File: config.mk
export PLATFORM = sky130hd
export DESIGN_NAME = genotype_site_summary_unit_flat
export DESIGN_NICKNAME = d
export VERILOG_FILES = /design/src/sv/gsu_pkg.sv /design/src/sv/gsu_if.sv /design/src/sv/gsu_tally.sv /design/src/sv/gsu_div.sv /design/src/sv/genotype_site_summary_unit.sv /design/src/flat_wrapper.sv
export VERILOG_INCLUDE_DIRS = /design/src /design/src/sv
export SDC_FILE = /design/constraint.sdc
export NUM_CORES = 1
export LEC_CHECK = 0
export ABC_AREA = 1
export BUFFER_PORTS_ARGS = -buffer_cell sky130_fd_sc_hd__clkbuf_2
export CORE_ASPECT_RATIO = 1.1
export CORE_MARGIN = 1.5
export CORE_UTILIZATION = 45
export CTS_CLUSTER_DIAMETER = 120
export DETAILED_ROUTE_END_ITERATION = 8
export PLACE_DENSITY_LB_ADDON = 0.05
export REMOVE_ABC_BUFFERS = 1
export SLEW_MARGIN = 0
export SYNTH_ARGS = -nofsm -noshare
export SYNTH_HDL_FRONTEND = slang
export SYNTH_HIERARCHICAL = 1
export SYNTH_SLANG_ARGS = --single-unit
File: constraint.sdc
create_clock -name i_clk -period 19.1 [get_ports i_clk]
set_clock_uncertainty 0.1 [all_clocks]
set_input_delay 0.955 -clock i_clk [delete_from_list [all_inputs] [get_ports i_clk]]
set_output_delay 0.955 -clock i_clk [all_outputs]
set_load 0.05 [all_outputs]
File: src/sv/genotype_site_summary_unit_macros.svh
// Assertion helpers for the top module, which checks its own logic.
`ifndef GENOTYPE_SITE_SUMMARY_UNIT_MACROS_SVH
`define GENOTYPE_SITE_SUMMARY_UNIT_MACROS_SVH

// Same-cycle implication, disabled while reset is held.
`define GSU_ASSERT_NOW(label, clk, rst_n, ante, cons, msg) \
    label: assert property (@(posedge clk) disable iff (!(rst_n)) (ante) |-> (cons)) \
        else $error(msg);

// Next-cycle implication, disabled while reset is held.
`define GSU_ASSERT_NEXT(label, clk, rst_n, ante, cons, msg) \
    label: assert property (@(posedge clk) disable iff (!(rst_n)) (ante) |=> (cons)) \
        else $error(msg);

`endif

File: src/sv/gsu_pkg.sv
package gsu_pkg;

    localparam int ALLELE_W    = 11;
    localparam int COUNT_W     = 16;
    localparam int TOTAL_W     = 17;
    localparam int SUM_W       = 19;
    localparam int FRAC_BITS   = 16;
    localparam int FRAC_W      = FRAC_BITS + 1;
    localparam int NUM_CLASSES = 7;
    localparam int DIV_STEPS   = FRAC_BITS + 1;
    localparam int STEP_W      = $clog2(DIV_STEPS + 1);

    // Class counter slots, in result order.
    localparam int CLS_REF_PASS = 0;
    localparam int CLS_HET_PASS = 1;
    localparam int CLS_HOM_PASS = 2;
    localparam int CLS_REF_FAIL = 3;
    localparam int CLS_HET_FAIL = 4;
    localparam int CLS_HOM_FAIL = 5;
    localparam int CLS_MISSING  = 6;

    typedef logic signed [ALLELE_W-1:0] t_allele;
    typedef logic [COUNT_W-1:0]         t_count;
    typedef logic [TOTAL_W-1:0]         t_total;
    typedef logic [SUM_W-1:0]           t_sum;
    typedef logic [FRAC_W-1:0]          t_frac;

    typedef struct packed {
        logic [NUM_CLASSES-1:0][COUNT_W-1:0] counts;
        t_total                              ref_total;
        t_total                              alt_total;
        t_total                              other_total;
    } t_tally;

    typedef struct packed {
        logic start;
        t_total num;
        t_sum   den;
    } t_div_req;

    typedef struct packed {
        logic  done;
        t_frac quo;
    } t_div_rsp;

endpackage

File: src/sv/gsu_if.sv
interface gsu_sample_if;
    logic            valid;
    logic            ready;
    gsu_pkg::t_allele allele_first;
    gsu_pkg::t_allele allele_second;
    logic            passed_filter;
    logic            last_sample;

    modport source (
        output valid, allele_first, allele_second, passed_filter, last_sample,
        input  ready
    );
    modport sink (
        input  valid, allele_first, allele_second, passed_filter, last_sample,
        output ready
    );
endinterface

interface gsu_site_if;
    logic           valid;
    logic           ready;
    gsu_pkg::t_count ref_pass_count;
    gsu_pkg::t_count het_pass_count;
    gsu_pkg::t_count hom_pass_count;
    gsu_pkg::t_count ref_fail_count;
    gsu_pkg::t_count het_fail_count;
    gsu_pkg::t_count hom_fail_count;
    gsu_pkg::t_count missing_count;
    gsu_pkg::t_frac  alt_fraction;
    logic           monomorphic;

    modport source (
        output valid, ref_pass_count, het_pass_count, hom_pass_count,
               ref_fail_count, het_fail_count, hom_fail_count, missing_count,
               alt_fraction, monomorphic,
        input  ready
    );
    modport sink (
        input  valid, ref_pass_count, het_pass_count, hom_pass_count,
               ref_fail_count, het_fail_count, hom_fail_count, missing_count,
               alt_fraction, monomorphic,
        output ready
    );
endinterface

File: src/sv/gsu_tally.sv
module gsu_tally #(
    parameter int ALLELE_LIMIT = 256
) (
    input  logic             i_clk,
    input  logic             i_rst_n,
    input  logic             i_en,
    input  logic             i_clr,
    input  gsu_pkg::t_allele i_allele_first,
    input  gsu_pkg::t_allele i_allele_second,
    input  logic             i_passed_filter,
    output gsu_pkg::t_tally  o_tally
);
    import gsu_pkg::*;

    localparam t_count     COUNT_MAX = '1;
    localparam t_total     TOTAL_MAX = '1;
    localparam int         IDX_W     = ALLELE_W - 1;

    function automatic t_total sat_add(t_total t, logic [1:0] inc);
        logic [TOTAL_W:0] s;
        s = {1'b0, t} + {{(TOTAL_W-1){1'b0}}, inc};
        return (s > {1'b0, TOTAL_MAX}) ? TOTAL_MAX : s[TOTAL_W-1:0];
    endfunction

    t_tally r_tally;
    t_tally n_tally;

    logic v1, v2, z1, z2, o1, o2;
    logic [1:0] inc_ref, inc_alt, inc_other;
    logic [NUM_CLASSES-1:0] hit;

    always_comb begin
        v1 = !i_allele_first[ALLELE_W-1] &&
             ({1'b0, i_allele_first[IDX_W-1:0]} < ALLELE_W'(ALLELE_LIMIT));
        v2 = !i_allele_second[ALLELE_W-1] &&
             ({1'b0, i_allele_second[IDX_W-1:0]} < ALLELE_W'(ALLELE_LIMIT));
        z1 = v1 && (i_allele_first  == '0);
        z2 = v2 && (i_allele_second == '0);
        o1 = v1 && (i_allele_first  == ALLELE_W'(1));
        o2 = v2 && (i_allele_second == ALLELE_W'(1));
        inc_ref   = {1'b0, z1} + {1'b0, z2};
        inc_alt   = {1'b0, o1} + {1'b0, o2};
        inc_other = {1'b0, v1 && !z1 && !o1} + {1'b0, v2 && !z2 && !o2};

        hit = '0;
        if (z1 && z2) begin
            if (i_passed_filter) begin
                hit[CLS_REF_PASS] = 1'b1;
            end else begin
                hit[CLS_REF_FAIL] = 1'b1;
            end
        end else if (v1 && v2 && (i_allele_first != i_allele_second)) begin
            if (i_passed_filter) begin
                hit[CLS_HET_PASS] = 1'b1;
            end else begin
                hit[CLS_HET_FAIL] = 1'b1;
            end
        end else if (v1 && v2) begin
            if (i_passed_filter) begin
                hit[CLS_HOM_PASS] = 1'b1;
            end else begin
                hit[CLS_HOM_FAIL] = 1'b1;
            end
        end else begin
            hit[CLS_MISSING] = 1'b1;
        end

        n_tally = r_tally;
        if (i_clr) begin
            n_tally = '0;
        end else if (i_en) begin
            for (int k = 0; k < NUM_CLASSES; k++) begin
                if (hit[k] && (r_tally.counts[k] != COUNT_MAX)) begin
                    n_tally.counts[k] = r_tally.counts[k] + COUNT_W'(1);
                end
            end
            n_tally.ref_total   = sat_add(r_tally.ref_total, inc_ref);
            n_tally.alt_total   = sat_add(r_tally.alt_total, inc_alt);
            n_tally.other_total = sat_add(r_tally.other_total, inc_other);
        end
    end

    always_ff @(posedge i_clk) begin
        if (!i_rst_n) begin
            r_tally <= '0;
        end else begin
            r_tally <= n_tally;
        end
    end

    assign o_tally = r_tally;

endmodule

File: src/sv/gsu_div.sv
module gsu_div (
    input  logic              i_clk,
    input  logic              i_rst_n,
    input  gsu_pkg::t_div_req i_req,
    output gsu_pkg::t_div_rsp o_rsp
);
    import gsu_pkg::*;

    localparam int REM_W = SUM_W + 1;

    logic [REM_W-1:0]  r_rem, n_rem;
    t_sum              r_den, n_den;
    t_frac             r_quo, n_quo;
    logic [STEP_W-1:0] r_cnt, n_cnt;
    logic              r_busy, n_busy;
    logic              r_done, n_done;

    logic              fits;
    logic [REM_W-1:0]  rem_kept;

    // One compare and subtract per cycle, one quotient bit per step.
    always_comb begin
        fits     = r_rem >= {1'b0, r_den};
        rem_kept = fits ? (r_rem - {1'b0, r_den}) : r_rem;

        n_rem  = r_rem;
        n_den  = r_den;
        n_quo  = r_quo;
        n_cnt  = r_cnt;
        n_busy = r_busy;
        n_done = 1'b0;

        if (i_req.start) begin
            n_rem  = REM_W'(i_req.num);
            n_den  = i_req.den;
            n_quo  = '0;
            n_cnt  = STEP_W'(DIV_STEPS);
            // Zero divisor: no alleles seen, fraction stays zero.
            n_busy = (i_req.den != '0);
            n_done = (i_req.den == '0);
        end else if (r_busy) begin
            n_rem = {rem_kept[REM_W-2:0], 1'b0};
            n_quo = {r_quo[FRAC_W-2:0], fits};
            n_cnt = r_cnt - STEP_W'(1);
            if (r_cnt == STEP_W'(1)) begin
                n_busy = 1'b0;
                n_done = 1'b1;
            end
        end
    end

    always_ff @(posedge i_clk) begin
        if (!i_rst_n) begin
            r_cnt  <= '0;
            r_busy <= 1'b0;
            r_done <= 1'b0;
        end else begin
            r_cnt  <= n_cnt;
            r_busy <= n_busy;
            r_done <= n_done;
        end
    end

    always_ff @(posedge i_clk) begin
        r_rem <= n_rem;
        r_den <= n_den;
        r_quo <= n_quo;
    end

    assign o_rsp.done = r_done;
    assign o_rsp.quo  = r_quo;

endmodule

File: src/sv/genotype_site_summary_unit.sv
// Per-site genotype summary.
// Sample channel (i_sample): one genotype per transaction, two allele
// indices (-1 missing), a pass flag and a last-sample flag closing the site.
// Site channel (o_site): one transaction per site with seven class counts,
// the allele-1 fraction in unsigned Q1.16 (floor) and a monomorphic flag.
// Throughput: samples that are not the last of their site stream back to
// back. The last sample starts the closing sequence: a sum state that hands
// the summed allele totals to a restoring divider, which shares one
// compare/subtract unit and yields one quotient bit a cycle (17 steps).
// The sample channel is not ready during this; the divide steps are skipped
// when no valid allele was seen, and the channel is ready again in the same
// cycle that the site result turns valid.
// The result sits in an output register, so samples of the next site are
// taken while it waits; a stalled receiver only holds the next site close.
// Reset (synchronous, active low) clears all counters and drops o_site.valid.
`include "genotype_site_summary_unit_macros.svh"

module genotype_site_summary_unit #(
    parameter int ALLELE_LIMIT = 256
) (
    input  logic  i_clk,
    input  logic  i_rst_n,
    gsu_sample_if.sink  i_sample,
    gsu_site_if.source  o_site
);
    import gsu_pkg::*;

    localparam logic [1:0] S_IDLE = 2'd0;
    localparam logic [1:0] S_SUM  = 2'd1;
    localparam logic [1:0] S_DIV  = 2'd2;
    localparam logic [1:0] S_LOAD = 2'd3;

    logic [1:0] r_state, n_state;
    logic       r_out_valid, n_out_valid;

    t_tally   tally;
    t_div_req div_req;
    t_div_rsp div_rsp;

    logic accept;
    logic load;

    t_count r_counts [NUM_CLASSES];
    t_frac  r_frac;
    logic   r_mono;

    assign accept = i_sample.valid && i_sample.ready;
    assign i_sample.ready = (r_state == S_IDLE);
    assign load = (r_state == S_LOAD) && (!r_out_valid || o_site.ready);

    gsu_tally #(
        .ALLELE_LIMIT (ALLELE_LIMIT)
    ) u_tally (
        .i_clk           (i_clk),
        .i_rst_n         (i_rst_n),
        .i_en            (accept),
        .i_clr           (load),
        .i_allele_first  (i_sample.allele_first),
        .i_allele_second (i_sample.allele_second),
        .i_passed_filter (i_sample.passed_filter),
        .o_tally         (tally)
    );

    always_comb begin
        div_req.start = (r_state == S_SUM);
        div_req.num   = tally.alt_total;
        div_req.den   = SUM_W'(tally.ref_total) + SUM_W'(tally.alt_total)
                      + SUM_W'(tally.other_total);
    end

    gsu_div u_div (
        .i_clk   (i_clk),
        .i_rst_n (i_rst_n),
        .i_req   (div_req),
        .o_rsp   (div_rsp)
    );

    always_comb begin
        n_state = r_state;
        unique case (r_state)
            S_IDLE: begin
                if (accept && i_sample.last_sample) begin
                    n_state = S_SUM;
                end
            end
            S_SUM: begin
                n_state = S_DIV;
            end
            S_DIV: begin
                if (div_rsp.done) begin
                    n_state = S_LOAD;
                end
            end
            S_LOAD: begin
                if (load) begin
                    n_state = S_IDLE;
                end
            end
            default: begin
                n_state = S_IDLE;
            end
        endcase

        n_out_valid = r_out_valid;
        if (load) begin
            n_out_valid = 1'b1;
        end else if (o_site.ready) begin
            n_out_valid = 1'b0;
        end
    end

    always_ff @(posedge i_clk) begin
        if (!i_rst_n) begin
            r_state     <= S_IDLE;
            r_out_valid <= 1'b0;
        end else begin
            r_state     <= n_state;
            r_out_valid <= n_out_valid;
        end
    end

    // Capture the closed site; the tally clears on the same edge.
    always_ff @(posedge i_clk) begin
        if (load) begin
            for (int k = 0; k < NUM_CLASSES; k++) begin
                r_counts[k] <= tally.counts[k];
            end
            r_frac <= div_rsp.quo;
            r_mono <= (tally.ref_total == '0) && (tally.alt_total != '0)
                      && (tally.other_total == '0);
        end
    end

    assign o_site.valid          = r_out_valid;
    assign o_site.ref_pass_count = r_counts[CLS_REF_PASS];
    assign o_site.het_pass_count = r_counts[CLS_HET_PASS];
    assign o_site.hom_pass_count = r_counts[CLS_HOM_PASS];
    assign o_site.ref_fail_count = r_counts[CLS_REF_FAIL];
    assign o_site.het_fail_count = r_counts[CLS_HET_FAIL];
    assign o_site.hom_fail_count = r_counts[CLS_HOM_FAIL];
    assign o_site.missing_count  = r_counts[CLS_MISSING];
    assign o_site.alt_fraction   = r_frac;
    assign o_site.monomorphic    = r_mono;

    `GSU_ASSERT_NEXT(a_last_starts_close, i_clk, i_rst_n, accept && i_sample.last_sample, r_state == S_SUM && !i_sample.ready, "last sample did not start the site close")
    `GSU_ASSERT_NOW(a_quo_in_range, i_clk, i_rst_n, div_rsp.done, div_rsp.quo <= FRAC_W'(1 << FRAC_BITS), "fraction above one")
    `GSU_ASSERT_NEXT(a_load_shows_result, i_clk, i_rst_n, load, o_site.valid && r_state == S_IDLE && tally.ref_total == '0 && tally.alt_total == '0, "site close did not present result and clear tally")
    `GSU_ASSERT_NOW(a_mono_is_whole, i_clk, i_rst_n, o_site.valid && o_site.monomorphic, o_site.alt_fraction == FRAC_W'(1 << FRAC_BITS), "monomorphic site without full allele-1 fraction")

endmodule
File: src/flat_wrapper.sv
// flat-port wrapper written by rule: the top's interface ports become plain ports
module genotype_site_summary_unit_flat import gsu_pkg::*;
#(
    parameter int ALLELE_LIMIT = 256
)
  (i_clk, i_rst_n, i_sample_valid, i_sample_allele_first, i_sample_allele_second, i_sample_passed_filter, i_sample_last_sample, i_sample_ready, o_site_valid, o_site_ref_pass_count, o_site_het_pass_count, o_site_hom_pass_count, o_site_ref_fail_count, o_site_het_fail_count, o_site_hom_fail_count, o_site_missing_count, o_site_alt_fraction, o_site_monomorphic, o_site_ready);
  gsu_sample_if i_sample_i ();
  gsu_site_if o_site_i ();
  input  logic i_clk;
  input  logic i_rst_n;
  input wire logic [$bits(i_sample_i.valid)-1:0] i_sample_valid;
  input wire logic [$bits(i_sample_i.allele_first)-1:0] i_sample_allele_first;
  input wire logic [$bits(i_sample_i.allele_second)-1:0] i_sample_allele_second;
  input wire logic [$bits(i_sample_i.passed_filter)-1:0] i_sample_passed_filter;
  input wire logic [$bits(i_sample_i.last_sample)-1:0] i_sample_last_sample;
  output wire logic [$bits(i_sample_i.ready)-1:0] i_sample_ready;
  output wire logic [$bits(o_site_i.valid)-1:0] o_site_valid;
  output wire logic [$bits(o_site_i.ref_pass_count)-1:0] o_site_ref_pass_count;
  output wire logic [$bits(o_site_i.het_pass_count)-1:0] o_site_het_pass_count;
  output wire logic [$bits(o_site_i.hom_pass_count)-1:0] o_site_hom_pass_count;
  output wire logic [$bits(o_site_i.ref_fail_count)-1:0] o_site_ref_fail_count;
  output wire logic [$bits(o_site_i.het_fail_count)-1:0] o_site_het_fail_count;
  output wire logic [$bits(o_site_i.hom_fail_count)-1:0] o_site_hom_fail_count;
  output wire logic [$bits(o_site_i.missing_count)-1:0] o_site_missing_count;
  output wire logic [$bits(o_site_i.alt_fraction)-1:0] o_site_alt_fraction;
  output wire logic [$bits(o_site_i.monomorphic)-1:0] o_site_monomorphic;
  input wire logic [$bits(o_site_i.ready)-1:0] o_site_ready;
  assign i_sample_i.valid = i_sample_valid;
  assign i_sample_i.allele_first = i_sample_allele_first;
  assign i_sample_i.allele_second = i_sample_allele_second;
  assign i_sample_i.passed_filter = i_sample_passed_filter;
  assign i_sample_i.last_sample = i_sample_last_sample;
  assign i_sample_ready = i_sample_i.ready;
  assign o_site_valid = o_site_i.valid;
  assign o_site_ref_pass_count = o_site_i.ref_pass_count;
  assign o_site_het_pass_count = o_site_i.het_pass_count;
  assign o_site_hom_pass_count = o_site_i.hom_pass_count;
  assign o_site_ref_fail_count = o_site_i.ref_fail_count;
  assign o_site_het_fail_count = o_site_i.het_fail_count;
  assign o_site_hom_fail_count = o_site_i.hom_fail_count;
  assign o_site_missing_count = o_site_i.missing_count;
  assign o_site_alt_fraction = o_site_i.alt_fraction;
  assign o_site_monomorphic = o_site_i.monomorphic;
  assign o_site_i.ready = o_site_ready;
  genotype_site_summary_unit #(.ALLELE_LIMIT(ALLELE_LIMIT)) u_core (.i_clk(i_clk), .i_rst_n(i_rst_n), .i_sample(i_sample_i), .o_site(o_site_i));
endmodule
==> flow_metrics.py, run 1 <==
metrics = {
    "global_routing": {
        "overflow": 0,
        "antenna_found_initial": 3,
        "grt_pass1_vias": 14400,
        "grt_usage_pct": 21.2,
        "grt_max_degree": 77,
        "grt_pass1_wl_um": 72700,
    },
    "flow_run": {
        "max_cap_violations": 0,
    },
    "logic_synthesis": {
        "synth_top_family_by_area": "simple AND/OR/NAND/NOR gates",
        "synth.distinct_cells": 51,
        "synth-simple-area-share_pct": 27.5,
        "synth_compound_gate_area_share_pct": 6.75,
        "synth_top_flop_cell": "dfxtp_1",
        "ys_warn_count": 6,
        "netlist_area_um2": 18600,
        "synthCells": 2309,
        "synth_edf_count": 166,
        "synth-adder-area-share_pct": 5.80,
        "synthXorXnorAreaFrac_pct": 3.44,
        "ys_seq_elements": 359,
        "synthMuxAreaShare_pct": 0.215,
        "yosysSeqAreaShare_pct": 47.6,
        "synth.avg_cell_area_um2": 8.05,
        "async_flop_share_pct": 0,
    },
    "cells_and_area": {
        "layout.area.seq_um2": 8850,
        "multi_input_comb_area_um2": 8150,
        "fin_nets": 2580,
        "layout_common_cells": "nand2_1, inv_1, nor2_1, dfxtp_1, edfxtp_1",
        "final_common_cell": "nand2_1",
        "syn2layout_area_growth_pct": 14.9,
        "fillers": 3858,
        "layout-drive-gt1-share_pct": 12.6,
    },
    "setup_path": {
        "critPathMaxFanout": 4,
        "end_kind": "register",
        "max_stage_delay_ps": 420,
        "crit_chain": "inv_1 -> fa_1 -> inv_1 -> ha_1 -> inv_1 -> fa_1 -> inv_1 -> nand2_1 -> nand2_1 -> nand3_1 -> nand2_1 -> nand2_1 -> nand3_1 -> nand2_1 -> or2_2 -> nor4_1 -> nand4_1 -> a21oi_1",
        "arrival_ps": 3710,
        "crit_required_ps": 19470,
        "crit_path_start_kind": "register",
        "critPathMostFrequentCell": "nand2_1",
        "slowest_stage": "fa_1",
        "crit_type": "reg2reg",
    },
    "route": {
        "wl_met1_um": 20500,
        "post-route-drc-count": 0,
        "vias": 15000,
        "top_layer_used": "met5",
        "drt_iter0_drc": 783,
        "viasPerCell": 4.96,
        "firstDrtPassIters": 7,
        "wl_per_cell_um": 14.9,
        "dr_wl_met2_um": 21500,
        "postRouteAntennaNets": 0,
        "met3_length_um": 2090,
        "routed_wl_um": 45100,
    },
    "placed_design": {
        "gp_congestion": 0.887,
        "placement.io_buffers": 159,
        "hpwl_um": 32400,
    },
    "timing": {
        "rsz0062_at_grt": "false",
        "fmax_mhz": 300,
        "finalHoldViolCount": 0,
        "tns_ps": 0,
        "tightest_slew_ps": 975,
        "finalHoldWorstSlack_ps": 326,
        "finalCritPeriodShare_pct": 17.5,
        "slew_viol_final": 0,
        "relSlewSlack_pct": 35.0,
        "setup_violations": 0,
        "min_period_ps": 3340,
    },
    "clock_tree": {
        "cts_buffers": 40,
        "htreeDepth": 2,
        "worstSkewPairLatency_ps": 570,
        "post_cts_resized": 0,
        "cts_root_buf": "clkbuf_16",
        "cts_sinks": 359,
        "ctsHoldBuffers": 0,
        "post_cts_buffers": 0,
        "clk_pin_slew_ps": 70,
        "clock_path_buffers": 3,
        "cts_tree": "yes",
    },
    "pwr": {
        "p_leak_nw": 9.26,
        "pwr_density_cell_nw_per_um2": 116,
        "ir_drop_v": 0.0000867,
    },
    "die": {
        "dieWidth_um": 197,
        "dieArea_um2": 42500,
        "io_pins": 160,
        "die_y_um": 216,
        "core.rowCount": 77,
        "initial_utilization_pct": 45.9,
        "coreArea_um2": 40500,
    },
    "run_status": {
        "status": "complete, no violations",
    },
    "worst_hold_path": {
        "worstHoldPathType": "reg2reg",
    },
}
==> cell families (layout without fill, tap and decap cells) <==
group / count (synthesis) / in the layout
AND/OR/NAND/NOR: 1166 / 1166
buffers and inverters: 412 / 614
flip-flops: 359 / 359
AO/OA/AOI/OAI: 222 / 222
adder cells (fa/ha/maj): 73 / 73
XOR/XNOR: 73 / 73
multiplexers: 4 / 4
other: 0 / 2
==> synth_stat cells, types with 15 or more instances <==
cell type,n,share of area (%)
a21oi_1,99,2.7
clkbuf_1,20,0.40
dfxtp_1,193,21
edfxtp_1,166,27
fa_1,22,2.4
ha_1,51,3.4
inv_1,353,7.1
inv_2,15,0.30
nand2_1,594,12
nand2_2,17,0.57
nand3_1,137,3.7
nand3b_1,19,0.77
nand4_1,48,1.6
nor2_1,241,4.9
nor3_1,50,1.3
o21ai_0,59,1.6
o22ai_1,15,0.50
xnor2_1,28,1.3
xor2_1,45,2.1
==> through the flow <==
stage / setup slack, ps / power [mW] / instances / cell area (um^2) / util [%]
after floorplan: 4170 / 1.47 / 2270 / 18400 / -
after global placement: 15670 / 1.64 / 2950 / 19900 / 49.2
after detailed placement: 15640 / 1.64 / 2950 / 19900 / 49.2
after CTS: 15770 / 2.50 / 3024 / 21400 / 52.8
after global routing: 15380 / 2.61 / 3026 / 21400 / 52.8
final: 15760 / 2.47 / 3026 / 21400 / 52.8
==> flip-flops by register name, indices dropped and copies added, names as in the netlist, 2 cells and up <==
name                        cells
u_core/u_div/r_cnt              5
u_core/u_tally/o_tally        163
u_core/r_counts               112
u_core/u_div/r_den             19
u_core/u_div/r_rem             20
u_core/o_site.alt_fraction     17
u_core/u_div/r_quo             17
u_core/r_state                  2
==> final timing paths <==
kind                                  start                            end  slack, ps  cells past startpoint
setup / recovery  u_core/u_tally/o_tally[0]            u_core/u_div/r_done      15760                     18
setup reg to reg  u_core/u_tally/o_tally[0]            u_core/u_div/r_done      15760                     18
hold reg to reg       u_core/u_div/r_quo[2]  u_core/o_site.alt_fraction[2]        330                      0
hold / removal        u_core/u_div/r_quo[2]  u_core/o_site.alt_fraction[2]        330                      0
==> final cells by class <==
type	instances	area share [%]
diodes	2	0.0234
flip-flops and latches	359	41.4
clock inverters	13	1.21
clock buffers	61	5.58
repair buffers	167	4.01
inverters	373	6.59
multi-input cells	1538	38.1
well taps	513	3.01
==> routing by layer <==
metal  GRT usage (%)  vias to the layer above
met1            27.4                     6876
met2            35.5                      280
met5               0                        -
li1                -                     7789
met3            4.08                       65
met4            6.92                        2
==> where the power goes <==
part           switching (mW)  internal, mW
logic                   0.496         0.195
clock network           0.315         0.527
registers              0.0317         0.904
total                   0.842          1.63
==> critical path: cells and delay by family, from the launching register on <==
| family | cells | cell delay, ps |
|---|---|---|
| buffers and inverters | 4 | 300 |
| adder cells (fa/ha/maj) | 3 | 980 |
| flip-flops | 1 | 410 |
| AND/OR/NAND/NOR | 10 | 1270 |
| AO/OA/AOI/OAI | 1 | 200 |
Note: power is estimated with default switching activity, not from simulation.
==> run 2: changes to the inputs <==
Clock period 19.1 ns to 3.05 ns, I/O delays scaled along.
==> run 2 against run 1 <==
Compared with the run above: critical path depth shrank 1; register-to-register slack lost 16000 ps; core utilization grew 1.3 points.
==> flow_metrics.py, run 2 (same netlist as run 1, synthesis figures left out) <==
metrics = {
    "route": {
        "post-route-drc-count": 0,
        "wl_per_cell_um": 14.9,
        "routed_wl_um": 46100,
        "postRouteAntennaNets": 0,
        "vias": 15300,
        "drt_iter0_drc": 754,
        "viasPerCell": 4.96,
        "firstDrtPassIters": 7,
    },
    "die": {
        "core.rowCount": 77,
        "initial_utilization_pct": 45.9,
        "die_y_um": 216,
        "io_pins": 160,
        "coreArea_um2": 40500,
        "dieArea_um2": 42500,
        "dieWidth_um": 197,
    },
    "cells_and_area": {
        "fin_nets": 2646,
        "layout-drive-gt1-share_pct": 15.8,
        "layout_common_cells": "nand2_1, inv_1, nor2_1, dfxtp_1, edfxtp_1",
        "final_util_pct": 54.1,
        "largest_reg_flops": 163,
        "syn2layout_area_growth_pct": 17.7,
        "final_common_cell": "nand2_1",
        "instances_no_fill": 3087,
        "fillers": 3811,
        "diodes": 0,
    },
    "setup_path": {
        "crit_path_start_kind": "register",
        "arrival_ps": 3310,
        "end_kind": "register",
        "crit_required_ps": 3400,
        "crit_type": "reg2reg",
        "crit_start": "u_core/u_tally/o_tally[35]",
        "critPathMaxFanout": 3,
        "r2r_start": "u_core/u_tally/o_tally[35]",
    },
    "clock_tree": {
        "cts_buffers": 39,
        "worstSkewPairLatency_ps": 560,
        "clock_path_buffers": 3,
        "htreeDepth": 2,
        "cts_tree": "yes",
        "cts_sinks": 359,
        "clk_pin_slew_ps": 60,
        "cts_root_buf": "clkbuf_16",
    },
    "timing": {
        "setup_ws_ps": 94.6,
        "rsz0062_at_grt": "true",
        "finalCritPeriodShare_pct": 96.9,
        "slew_viol_final": 0,
        "finalHoldViolCount": 0,
        "relSlewSlack_pct": 50.0,
        "fmax_mhz": 338,
        "setup_violations": 0,
        "min_period_ps": 2960,
        "tightest_slew_ps": 750,
    },
    "global_routing": {
        "grt_max_degree": 131,
        "grt_pass1_vias": 14800,
        "grt_pass1_wl_um": 74800,
        "grt_usage_pct": 22.0,
        "antenna_found_initial": 0,
        "overflow": 0,
    },
    "flow_run": {
        "max_cap_violations": 0,
    },
    "pwr": {
        "pwr_density_cell_nw_per_um2": 695,
        "ir_drop_v": 0.000396,
        "p_leak_nw": 9.56,
        "finalPower_mw": 15.2,
    },
    "placed_design": {
        "dp.cells": 3009,
        "hpwl_um": 33900,
        "placement.io_buffers": 159,
        "gp_congestion": 0.874,
        "post-place-ws_ps": -161,
    },
    "worst_hold_path": {
        "worstHoldPathType": "in2reg",
        "hp-start": "i_sample_passed_filter",
    },
    "run_status": {
        "status": "complete, no violations",
    },
}
[run 2: repair_timing]
item | 4_1_cts | 5_1_grt
buffers inserted | 0 | 2
gates resized for setup | 8 | 28
endpoints found under the hold margin | 10 | 0
setup endpoints to repair | 2 | 15
pin swaps | 4 | 11
hold buffers | 6 | 0
[run 2: cell type report]
type	instances	area, um^2	share of cell area (%)
tap	513	642	2.93
clock buffer	48	1040	4.75
clock inverter	22	267	1.22
inverter	373	1410	6.45
timing repair buffer	234	1420	6.47
multi-input combinational	1538	8240	37.7
sequential	359	8860	40.5
[run 2: power breakdown]
| part | switching (mW) | total (mW) | internal (mW) | leakage, nW |
|---|---|---|---|---|
| clock | 1.92 | 4.86 | 2.93 | 0.639 |
| sequential | 0.191 | 5.85 | 5.66 | 3.08 |
| combinational | 3.15 | 4.49 | 1.34 | 5.83 |
[run 2: path summary, 6_finish.rpt]
check	cells past startpoint	to	slack, ps
max reg2reg	17	u_core/u_div/r_busy	90
min	5	u_core/u_tally/o_tally[107]	90
min reg2reg	0	u_core/o_site.alt_fraction[8]	330
max	17	u_core/u_div/r_busy	90
[run 2: critical path: stages (launching register included)]
cell and delay [ps]:
dfxtp_2 330, fa_1 530, ha_2 180, inv_2 40, fa_2 360, inv_2 60
nand2_2 50, nand2_4 70, nand3_2 70, nand2_2 100, nand2_2 70, nand3_2 60
nand2_2 50, or2_4 240, nor4_4 200, nand4_1 170, nand4_1 110, inv_1 40
[run 2: routing by layer]
layer / global-route usage (%) / part of all wire, % / up-vias
met4: 8.17 / 2.9 / 0
met1: 28.5 / 45 / 7004
li1: - / - / 7916
met2: 37.0 / 48 / 310
met5: 0 / 0 / -
met3: 3.45 / 4.7 / 68
[run 2: metrics by stage]
step | hold slack (ps) | setup TNS [ps] | instance area, um^2
after floorplan | 175 | -2288720 | 18400
after global placement | 314 | -117 | 20400
after detailed placement | 314 | -296 | 20400
after CTS | 62.4 | 0 | 21800
after global routing | 113 | -72.8 | 21900
final | 85.3 | 0 | 21900
==> run 3: changes to the inputs <==
Settings changed: CORE_MARGIN 1.5 to 3.
Clock period 3.05 ns to 3.41 ns, I/O delays scaled along.
==> run 3 against run 2 <==
Compared with the run above: worst hold slack better by 35 ps; critical path depth did not move; total power fell by 12%; final area is 2.1% lower; sequential cell count unchanged; clock power shrank 13%; setup slack better by 190 ps; via count fell by 1.1%; critical path type unchanged.
==> flow_metrics.py, run 3 (same netlist as run 1, synthesis figures left out) <==
metrics = {
    "clock_tree": {
        "cts_sinks": 359,
        "cts_buffers": 39,
        "clk_pin_slew_ps": 60,
        "post_cts_buffers": 0,
        "worstSkewPairLatency_ps": 560,
        "cts_root_buf": "clkbuf_16",
        "htreeDepth": 2,
        "cts_tree": "yes",
        "clock_path_buffers": 3,
    },
    "setup_path": {
        "critPathMostFrequentCell": "nand2_1",
        "arrival_ps": 3470,
        "slowest_stage": "fa_1",
        "max_stage_delay_ps": 510,
        "crit_path_start_kind": "register",
        "critPathMaxFanout": 6,
        "crit_required_ps": 3750,
        "crit_chain": "fa_1 -> ha_1 -> inv_1 -> fa_2 -> inv_1 -> nand2_1 -> nand2_2 -> nand3_1 -> nand2_1 -> nand2_1 -> nand3_1 -> nand2_1 -> or2_2 -> nor4_2 -> nand4_1 -> nand4_1 -> inv_1",
        "crit_type": "reg2reg",
        "end_kind": "register",
    },
    "global_routing": {
        "antenna_found_initial": 0,
        "grt_pass1_wl_um": 73900,
        "grt_usage_pct": 20.9,
        "grt_pass1_vias": 14600,
        "grt_max_degree": 131,
        "overflow": 0,
    },
    "placed_design": {
        "gp_congestion": 0.876,
        "dp.cells": 2968,
        "post-place-ws_ps": 190,
        "place_area_um2": 20100,
        "hpwl_um": 32600,
        "placement.io_buffers": 159,
    },
    "timing": {
        "tightest_slew_ps": 967,
        "finalHoldViolCount": 0,
        "finalHoldWorstSlack_ps": 121,
        "slew_viol_final": 0,
        "min_period_ps": 3130,
        "finalCritPeriodShare_pct": 91.8,
        "rsz0062_at_grt": "false",
        "setup_ws_ps": 280,
        "setup_violations": 0,
        "fmax_mhz": 319,
        "relSlewSlack_pct": 35.5,
    },
    "run_status": {
        "status": "complete, no violations",
    },
    "cells_and_area": {
        "largest_reg_flops": 163,
        "instances_no_fill": 3046,
        "fin_area_um2": 21400,
        "syn2layout_area_growth_pct": 15.2,
        "layout_common_cells": "nand2_1, inv_1, nor2_1, dfxtp_1, edfxtp_1",
        "diodes": 0,
        "fin_nets": 2603,
        "fillers": 3851,
        "final_common_cell": "nand2_1",
        "layout-drive-gt1-share_pct": 13.1,
    },
    "flow_run": {
        "max_cap_violations": 0,
    },
    "route": {
        "postRouteAntennaNets": 0,
        "viasPerCell": 4.97,
        "post-route-drc-count": 0,
        "vias": 15100,
        "drt_iter0_drc": 970,
        "wl_per_cell_um": 14.8,
        "firstDrtPassIters": 5,
        "routed_wl_um": 45200,
    },
    "die": {
        "core.rowCount": 77,
        "io_pins": 160,
        "dieArea_um2": 43800,
        "initial_utilization_pct": 45.9,
        "dieWidth_um": 200,
        "die_y_um": 219,
        "coreArea_um2": 40500,
    },
    "pwr": {
        "finalPower_mw": 13.4,
        "ir_drop_v": 0.000344,
        "p_leak_nw": 9.30,
        "pwr_density_cell_nw_per_um2": 627,
    },
    "worst_hold_path": {
        "worstHoldPathType": "in2reg",
    },
}
run 3: cell count changes in the layout (fill, tap and decap cells not counted), moves of 3 or more:
cell	previous run	this run
buf_4	65	24
nand2_1	585	593
dfxtp_1	185	192
dfxtp_2	8	1
nand2_2	25	18
clkinv_1	7	12
inv_1	348	352
clkinv_2	9	6
ha_1	48	51
inv_2	18	15
nand3_1	134	137
nand3_2	9	6
run 3: layout make-up:
cell class / instances / area, um^2 / share of cell area [%]
sequential: 359 / 8850 / 41.3
multi-input combinational: 1538 / 8160 / 38.1
inverter: 373 / 1410 / 6.58
timing repair buffer: 191 / 1080 / 5.03
clock buffer: 48 / 1040 / 4.86
tap: 513 / 642 / 3.00
clock inverter: 24 / 233 / 1.09
run 3: final timing paths:
check             slack (ps)  cells after the start                  startpoint                       endpoint
setup / recovery         280                     17  u_core/u_tally/o_tally[18]            u_core/u_div/r_busy
hold / removal           120                      5      i_sample_passed_filter    u_core/u_tally/o_tally[100]
setup reg to reg         280                     17  u_core/u_tally/o_tally[18]            u_core/u_div/r_busy
hold reg to reg          330                      0       u_core/u_div/r_quo[0]  u_core/o_site.alt_fraction[0]
run 3: metrics by stage:
stage	TNS, ps	util [%]
after floorplan	-2183240	-
after global placement	0	49.6
after detailed placement	0	49.6
after CTS	0	52.9
after global routing	0	52.9
final	0	52.9
run 3: timing repair:
item	CTS	global route
hold buffers	6	0
hold endpoints to repair	7	0
endpoints found under the setup margin	0	2
resized for setup	0	4
run 3: where the power goes:
group	leakage (nW)	internal [mW]	total (mW)	switching [mW]
logic	5.61	1.17	3.95	2.78
clock network	0.608	2.48	4.23	1.74
registers	3.08	5.07	5.24	0.174
total	9.30	8.72	13.4	4.70
run 3: per-layer routing:
metal,up-vias,track usage (%),part of all wire [%]
li1,7830,-,-
met1,6966,27.4,46
met2,253,35.2,47
met3,87,3.58,3.9
met4,0,6.70,2.9
met5,-,0,0
run 3: worst max-delay path: cells and delay by family, from the launching register on:
kind / cells / cell delay (ps)
adders and majority gates: 3 / 1040
DFF: 1 / 360
and+or+nand+nor: 11 / 1350
buffers and inverters: 3 / 160
